==> src/rrts_pkg.sv <==
// Shared operation codes, status codes and types of the round-robin thread scheduler.
package rrts_pkg;

    typedef logic [1:0] t_op;
    typedef logic [1:0] t_status;

    localparam t_op OP_START    = 2'd0;
    localparam t_op OP_YIELD    = 2'd1;
    localparam t_op OP_FREE     = 2'd2;
    localparam t_op OP_DISPATCH = 2'd3;

    localparam t_status ST_DONE  = 2'd0;
    localparam t_status ST_FULL  = 2'd1;
    localparam t_status ST_EMPTY = 2'd2;
    localparam t_status ST_SAME  = 2'd3;

    localparam int SLOT_OUT_W  = 4;
    localparam int ENTRY_W     = 32;

endpackage

==> src/rrts_ram.sv <==
// Generic single-write, single-read synchronous RAM with a registered read port.
module rrts_ram #(
    parameter int WIDTH = 32,
    parameter int DEPTH = 16
) (
    input  logic                     i_clk,
    input  logic                     i_we,
    input  logic [$clog2(DEPTH)-1:0] i_waddr,
    input  logic [WIDTH-1:0]         i_wdata,
    input  logic [$clog2(DEPTH)-1:0] i_raddr,
    output logic [WIDTH-1:0]         o_rdata
);

    logic [WIDTH-1:0] r_mem [DEPTH];
    logic [WIDTH-1:0] r_rdata;

    always_ff @(posedge i_clk) begin
        if (i_we) begin
            r_mem[i_waddr] <= i_wdata;
        end
        r_rdata <= r_mem[i_raddr];
    end

    assign o_rdata = r_rdata;

endmodule

==> src/round_robin_thread_scheduler.sv <==
// Top level of the round-robin thread scheduler with its link and entry memories.
// A transaction is accepted when start is high and busy is low.
// Its result appears on the result ports in state S_OUT, marked by o_valid.
// A transaction steps through S_EXEC, which uses the head link read, then S_ENT, which finishes
// the tail link write and reads the running entry, and then the result state S_OUT.
// Synchronous active-low reset frees every slot and empties the run queue; the memories
// are not cleared. The receiver cannot stall.
module round_robin_thread_scheduler #(
    parameter int THREAD_SLOTS = 16
) (
    input  logic                             i_clk,
    input  logic                             i_rst_n,
    input  logic                             start,
    output logic                             busy,
    input  rrts_pkg::t_op                    i_op,
    input  logic [rrts_pkg::ENTRY_W-1:0]     i_entry_address,
    output logic                             o_valid,
    output rrts_pkg::t_status                o_status,
    output logic [rrts_pkg::SLOT_OUT_W-1:0]  o_assigned_slot,
    output logic                             o_current_valid,
    output logic [rrts_pkg::SLOT_OUT_W-1:0]  o_current_slot,
    output logic [rrts_pkg::ENTRY_W-1:0]     o_current_entry
);

    localparam int SW = $clog2(THREAD_SLOTS + 1);
    localparam int IW = $clog2(THREAD_SLOTS);
    localparam logic [SW-1:0] NONE = SW'(THREAD_SLOTS);

    localparam logic [1:0] S_IDLE = 2'd0;
    localparam logic [1:0] S_EXEC = 2'd1;
    localparam logic [1:0] S_ENT  = 2'd2;
    localparam logic [1:0] S_OUT  = 2'd3;

    logic [1:0]                  r_state, n_state;
    logic [THREAD_SLOTS-1:0]     r_ready, n_ready;
    logic [SW-1:0]               r_head, n_head;
    logic [SW-1:0]               r_tail, n_tail;
    logic [SW-1:0]               r_run, n_run;
    rrts_pkg::t_op               r_op;
    logic [rrts_pkg::ENTRY_W-1:0] r_addr;
    logic [SW-1:0]               r_free;
    logic                        r_full;
    rrts_pkg::t_status           r_status, n_status;
    logic [SW-1:0]               r_assigned, n_assigned;
    logic                        r_pend, n_pend;
    logic [SW-1:0]               r_pend_addr, n_pend_addr;
    logic [SW-1:0]               r_pend_data, n_pend_data;

    logic [SW-1:0]               w_free;
    logic                        w_full;
    logic                        w_accept;
    logic                        w_head_ok;
    logic                        w_tail_ok;
    logic                        w_run_ok;
    logic                        w_link_ok;
    logic [SW-1:0]               w_link;

    logic                        link_we;
    logic [IW-1:0]               link_waddr;
    logic [SW-1:0]               link_wdata;
    logic                        ent_we;
    logic [rrts_pkg::ENTRY_W-1:0] ent_rdata;

    assign w_accept  = start && !busy;
    assign w_head_ok = r_head < NONE;
    assign w_tail_ok = r_tail < NONE;
    assign w_run_ok  = r_run < NONE;
    assign w_link_ok = w_link < NONE;

    always_comb begin
        w_free = NONE;
        w_full = 1'b1;
        for (int i = THREAD_SLOTS - 1; i >= 0; i--) begin
            if (!r_ready[i]) begin
                w_free = SW'(i);
                w_full = 1'b0;
            end
        end
    end

    rrts_ram #(
        .WIDTH(SW),
        .DEPTH(THREAD_SLOTS)
    ) u_link_ram (
        .i_clk  (i_clk),
        .i_we   (link_we),
        .i_waddr(link_waddr),
        .i_wdata(link_wdata),
        .i_raddr(r_head[IW-1:0]),
        .o_rdata(w_link)
    );

    rrts_ram #(
        .WIDTH(rrts_pkg::ENTRY_W),
        .DEPTH(THREAD_SLOTS)
    ) u_entry_ram (
        .i_clk  (i_clk),
        .i_we   (ent_we),
        .i_waddr(r_free[IW-1:0]),
        .i_wdata(r_addr),
        .i_raddr(r_run[IW-1:0]),
        .o_rdata(ent_rdata)
    );

    always_comb begin
        n_state     = r_state;
        n_ready     = r_ready;
        n_head      = r_head;
        n_tail      = r_tail;
        n_run       = r_run;
        n_status    = r_status;
        n_assigned  = r_assigned;
        n_pend      = r_pend;
        n_pend_addr = r_pend_addr;
        n_pend_data = r_pend_data;
        link_we     = 1'b0;
        link_waddr  = r_pend_addr[IW-1:0];
        link_wdata  = r_pend_data;
        ent_we      = 1'b0;

        unique case (r_state)
            S_IDLE: begin
                if (w_accept) begin
                    n_state = S_EXEC;
                end
            end
            S_EXEC: begin
                n_state    = S_ENT;
                n_assigned = '0;
                n_pend     = 1'b0;
                unique case (r_op)
                    rrts_pkg::OP_START: begin
                        if (r_full) begin
                            n_status = rrts_pkg::ST_FULL;
                        end else begin
                            n_status    = rrts_pkg::ST_DONE;
                            n_assigned  = r_free;
                            ent_we      = 1'b1;
                            link_we     = 1'b1;
                            link_waddr  = r_free[IW-1:0];
                            link_wdata  = NONE;
                            n_ready[r_free[IW-1:0]] = 1'b1;
                            n_tail      = r_free;
                            if (w_tail_ok) begin
                                n_pend      = 1'b1;
                                n_pend_addr = r_tail;
                                n_pend_data = r_free;
                            end else begin
                                n_head = r_free;
                            end
                        end
                    end
                    rrts_pkg::OP_YIELD: begin
                        if (!w_head_ok) begin
                            n_run    = NONE;
                            n_status = rrts_pkg::ST_EMPTY;
                        end else if (!w_link_ok) begin
                            n_run    = r_head;
                            n_status = rrts_pkg::ST_SAME;
                        end else begin
                            n_status    = rrts_pkg::ST_DONE;
                            n_head      = w_link;
                            n_tail      = r_head;
                            n_run       = w_link;
                            link_we     = 1'b1;
                            link_waddr  = r_head[IW-1:0];
                            link_wdata  = NONE;
                            n_pend      = w_tail_ok;
                            n_pend_addr = r_tail;
                            n_pend_data = r_head;
                        end
                    end
                    rrts_pkg::OP_FREE: begin
                        if (!w_head_ok) begin
                            n_run    = NONE;
                            n_status = rrts_pkg::ST_EMPTY;
                        end else begin
                            n_ready[r_head[IW-1:0]] = 1'b0;
                            if (w_link_ok) begin
                                n_head   = w_link;
                                n_run    = w_link;
                                n_status = rrts_pkg::ST_DONE;
                            end else begin
                                n_head   = NONE;
                                n_tail   = NONE;
                                n_run    = NONE;
                                n_status = rrts_pkg::ST_EMPTY;
                            end
                        end
                    end
                    rrts_pkg::OP_DISPATCH: begin
                        if (!w_head_ok) begin
                            n_run    = NONE;
                            n_status = rrts_pkg::ST_EMPTY;
                        end else if (r_run == r_head) begin
                            n_status = rrts_pkg::ST_SAME;
                        end else begin
                            n_run    = r_head;
                            n_status = rrts_pkg::ST_DONE;
                        end
                    end
                    default: begin
                        n_status = rrts_pkg::ST_SAME;
                    end
                endcase
            end
            S_ENT: begin
                n_state = S_OUT;
                link_we = r_pend;
                n_pend  = 1'b0;
            end
            S_OUT: begin
                n_state = S_IDLE;
            end
            default: begin
                n_state = S_IDLE;
            end
        endcase
    end

    always_ff @(posedge i_clk) begin
        if (!i_rst_n) begin
            r_state <= S_IDLE;
            r_ready <= '0;
            r_head  <= NONE;
            r_tail  <= NONE;
            r_run   <= NONE;
            r_pend  <= 1'b0;
        end else begin
            r_state <= n_state;
            r_ready <= n_ready;
            r_head  <= n_head;
            r_tail  <= n_tail;
            r_run   <= n_run;
            r_pend  <= n_pend;
        end
    end

    always_ff @(posedge i_clk) begin
        if (w_accept) begin
            r_op   <= i_op;
            r_addr <= i_entry_address;
            r_free <= w_free;
            r_full <= w_full;
        end
        r_status    <= n_status;
        r_assigned  <= n_assigned;
        r_pend_addr <= n_pend_addr;
        r_pend_data <= n_pend_data;
    end

    assign busy            = r_state != S_IDLE;
    assign o_valid         = r_state == S_OUT;
    assign o_status        = r_status;
    assign o_assigned_slot = rrts_pkg::SLOT_OUT_W'(r_assigned);
    assign o_current_valid = w_run_ok;
    assign o_current_slot  = w_run_ok ? rrts_pkg::SLOT_OUT_W'(r_run) : '0;
    assign o_current_entry = w_run_ok ? ent_rdata : '0;

endmodule

==> config.mk <==
export PLATFORM = sky130hd
export DESIGN_NAME = round_robin_thread_scheduler
export DESIGN_NICKNAME = d
export VERILOG_FILES = /design/src/rrts_pkg.sv /design/src/rrts_ram.sv /design/src/round_robin_thread_scheduler.sv
export SDC_FILE = /design/constraint.sdc
export NUM_CORES = 1
export LEC_CHECK = 0
export BUFFER_PORTS_ARGS = -buffer_cell sky130_fd_sc_hd__buf_4
export CELL_PAD_IN_SITES_DETAIL_PLACEMENT = 1
export CELL_PAD_IN_SITES_GLOBAL_PLACEMENT = 2
export CORE_UTILIZATION = 49
export DETAILED_ROUTE_END_ITERATION = 16
export PLACE_DENSITY = 0.79
export SLEW_MARGIN = 20
export SYNTH_ARGS = -nofsm -noshare
export SYNTH_HDL_FRONTEND = slang
export SYNTH_SLANG_ARGS = --single-unit
==> constraint.sdc <==
create_clock -name i_clk -period 4.42 [get_ports i_clk]
set_input_delay 0.442 -clock i_clk [delete_from_list [all_inputs] [get_ports i_clk]]
set_output_delay 0.442 -clock i_clk [all_outputs]
set_load 0.02 [all_outputs]
==> summary.md <==
| Metric | Value |
|---|---|
| Outcome | finished, final reports clean |
| Post-route setup slack | approximately 1.2 ns |
| Detailed Route WL | around 65 mm |
| Register area share after synthesis | 0.759 |
| Hold Path Depth | 1 |
| Total Neg Setup Slack | 0 ns |
| #FFs+latches synth | roughly 720 |
| Reg2Reg Depth | 6 |
| Worst slew margin | 0.290 |
| Synth top cells by count | edfxtp_1 (646), mux4_2 (185), dfxtp_1 (71) |
| Row count | 86 |
| R2r startpoint | r_op[1] |
| Setup violations, final | 0 |
| N_diodes | 0 |
| Mapped cell area | between 0.02 and 0.03 mm² |
| EDFF count, synth | 646 |
| Finished Core Util | 0.576 |
| Most frequent cell after synthesis | edfxtp_1 |
| Post-Synth XOR/XNOR Area | 0.00128 |
| Worst path max stage delay | roughly 0.90 ns |
| Routed Antenna Nets | 0 |
| First-pass GRT wire length | around 96 mm |
| Req. time, crit path | 4.72 ns |
| Main synth FF type | edfxtp_1 |
| Crit start category | register |
| DRC | 0 |
| Non-filler cells, final | between 2000 and 2500 |
| Mean Syn Cell Area | 20.7 µm² |
| Total power | between 15 and 20 mW |
| Clk buf depth | 3 |
| Total global routing track utilization | 0.236 |
| Final net count | 1516 |
| MaxCap Viol Count | 0 |
| Placement Setup Slack | between 1 and 1.5 ns |
| Initial core utilization | 0.497 |
| Sw power | 3.87 mW |
| Final hold slack | 0.0376 ns |
| Mux contribution to synthesized area | 0.156 |
| Dpl hpwl | just over 40 mm |
| Vias per cell | slightly below 6 |
| Post-synthesis cell count | 1326 |
| Die span in y | 239 µm |
| Placer Congestion | slightly below 0.8 |
| R2R Setup Slk | 1.19 ns |
| Reg clk slew, reported paths | ~0.060 ns |
| Die ar. | 0.0569 mm² |
| Largest family of logic cells by synthesized area | multiplexers |
| Placed cell areas | approximately 0.029 mm² |
| Adder-Cell Fraction of Synth Area | 0.00411 |
| Simple-gate share of the synthesized area | 0.0378 |
| Hold Crit Start | i_entry_address[24] |
| Total gr overflow | 0 |
| CP max FO | 24 |
| Via Count | around 13000 |
| Core Box Area | 0.0552 mm² |
| Share of layout cells above drive strength 1 | 0.283 |
| Final min period | between 3 and 4 ns |
| Die Width | 239 µm |
| Internal | about 12 mW |
| IO Port Bufs | between 80 and 90 |
| Drt wl/cell | roughly 29 µm |
| Pleak | 9.93 nW |
| Cell taking the most area after synthesis | edfxtp_1 |
| Clock network power share | 0.385 |
| Pwr dens | 499 mW/mm² |
| Max frequency | 0.310 GHz |
| Clock sink count | 717 |
| CTS tree | built |
| Yosys warnings | 0 |
| Share of power burned in registers | 0.526 |
| Slew @ Worst Pin | roughly 1.1 ns |
| Switching Fraction | 0.244 |
| # IOs | between 80 and 90 |
| Layout fillers | approximately 4700 |
| Post-route design area | about 0.032 mm² |
| Comb power frac | 0.089 |
| Final period utilization | 0.731 |
| Final Max Slew Viols | 0 |
| Fin. Hold Viols | 0 |
| Placed Instances | roughly 2100 |
| RSZ-0062 raised after global routing | no |
| Hold endpoint | r_addr[24] |
| Largest net degree at the start of global routing | 73 |
| CP Cell Sequence | inv_1, ha_1, and3b_1, nand3_1, nor2_4, buf_4 |
| Root Buffer | clkbuf_16 |
| Async SR Flop Fraction | 0 |
| Initial antenna violation count | 2 |
| Drt first pass iters | 7 |
| Crit. End Element | register |
| Total CTS buffers | between 70 and 80 |
| CP Data Arrival Time | 3.53 ns |
| Slowest-stage cell, CP | nor2_4 |
| Hold Crit Class | in -> reg |
| Number of global-route vias before repair | around 14000 |
| Later-pin clock latency in the skew report | just over 0.6 ns |
| Unique masters post-synth | 55 |
| Reg-to-reg endpoint | u_entry_ram.r_mem[5][15] |
| Worst VDD drop | ~0.41 mV |
| H-tree levels | 3 |
| Top cells by area, synth | edfxtp_1 (71%), mux4_2 (15%), dfxtp_1 (5.2%), nor2b_1 (1.0%), nor2_1 (0.70%) |
| Synth top area share | 0.707 |
| Area delta synth->final | 15.9% |
| Crit Path Category | reg -> reg |
| Post-Syn Nets | around 1400 |
| Iter 0 DRT Violations | 1259 |
| Synth Area in Compound Gates | 0.0256 |
| Layout Skew | roughly 0.022 ns |
==> final cells by class <==
| class | instances | area (µm²) | share of cell area |
|---|---|---|---|
| Clock inverter | 31 | 288 | 0.00906 |
| Tap cell | 748 | 936 | 0.0294 |
| Multi-Input combinational cell | 513 | 6270 | 0.197 |
| Timing Repair Buffer | 140 | 1280 | 0.0403 |
| Inverter | 24 | 90.1 | 0.00283 |
| Clock buffer | 104 | 2080 | 0.0654 |
| Sequential cell | 717 | 20800 | 0.656 |
==> flip-flops by register name (all words and copies together), names as in the netlist, 16 cells and up <==
| register | cells |
|---|---|
| u_entry_ram.r_mem | 512 |
| r_ready | 16 |
| r_addr | 32 |
| u_link_ram.r_mem | 80 |
| u_entry_ram.o_rdata | 32 |
==> power groups by stage <==
stage / Sequential [mW] / Clock (mW) / Combinational (mW)
2_1_floorplan: 8.23 / 0 / 0.901
3_3_place_gp: 8.46 / 0 / 1.38
3_5_place_dp: 8.50 / 0 / 1.40
4_1_cts: 8.36 / 6.20 / 1.44
5_1_grt: 8.39 / 6.45 / 1.53
6_report: 8.36 / 6.10 / 1.41
==> kinds of logic after synthesis <==
logic type / count (synthesis)
adders and majority gates: 9
buffers and inverters: 96
and+or+nand+nor: 209
AOI/OAI and AO/OA: 96
DFF: 717
muxes: 195
xor gates and xnor gates: 4
==> cell usage in the layout (no fill, tap or decap), drive strengths merged, types with 4 or more instances in the layout <==
cell	Yosys	routed
nand4	8	8
ha	9	9
mux4	185	185
nor3	12	12
mux2i	10	10
clkbuf	33	104
o31ai	4	4
buf	39	111
a21oi	13	13
bufinv	0	5
clkinv	0	20
dfxtp	71	71
nor2	51	51
nand3	19	19
edfxtp	646	646
o211ai	9	9
a22o	4	4
dlygate4sd3	0	29
a221oi	4	4
nor2b	46	46
inv	24	27
o21ai	31	31
o32ai	4	4
and2	7	7
nand2	50	50
==> critical path, delay by kind of cell (launching register included) <==
kind / cells / cell delay [ns]
buffers and inverters: 2 / 0.43
DFF: 1 / 0.41
and+or+nand+nor: 3 / 1.65
adders and majority gates: 1 / 0.41
==> what timing repair did <==
item,4_1_cts,5_1_grt
hold buffers,29,0
resized for setup,0,0
setup buffers,0,0
endpoints found under the hold margin,29,0
setup endpoints to repair,0,0
==> worst max path at each step <==
stage,from,endpoint,depth (start not counted)
final,r_op[1],u_entry_ram.r_mem[5][15],6
after global routing,r_op[1],u_entry_ram.r_mem[5][15],6
after CTS,r_op[1],u_entry_ram.r_mem[5][13],6
after detailed placement,r_op[1],u_entry_ram.r_mem[5][15],6
after global placement,r_op[0],u_entry_ram.r_mem[4][29],6
after floorplan,r_state[1],u_entry_ram.r_mem[11][0],6
==> layer usage <==
layer	wire (µm)	track usage
met2	32800	0.391
met4	1540	0.0662
met5	0	0
met1	27200	0.323
met3	3610	0.0441
(Power assumes the default switching activity.)
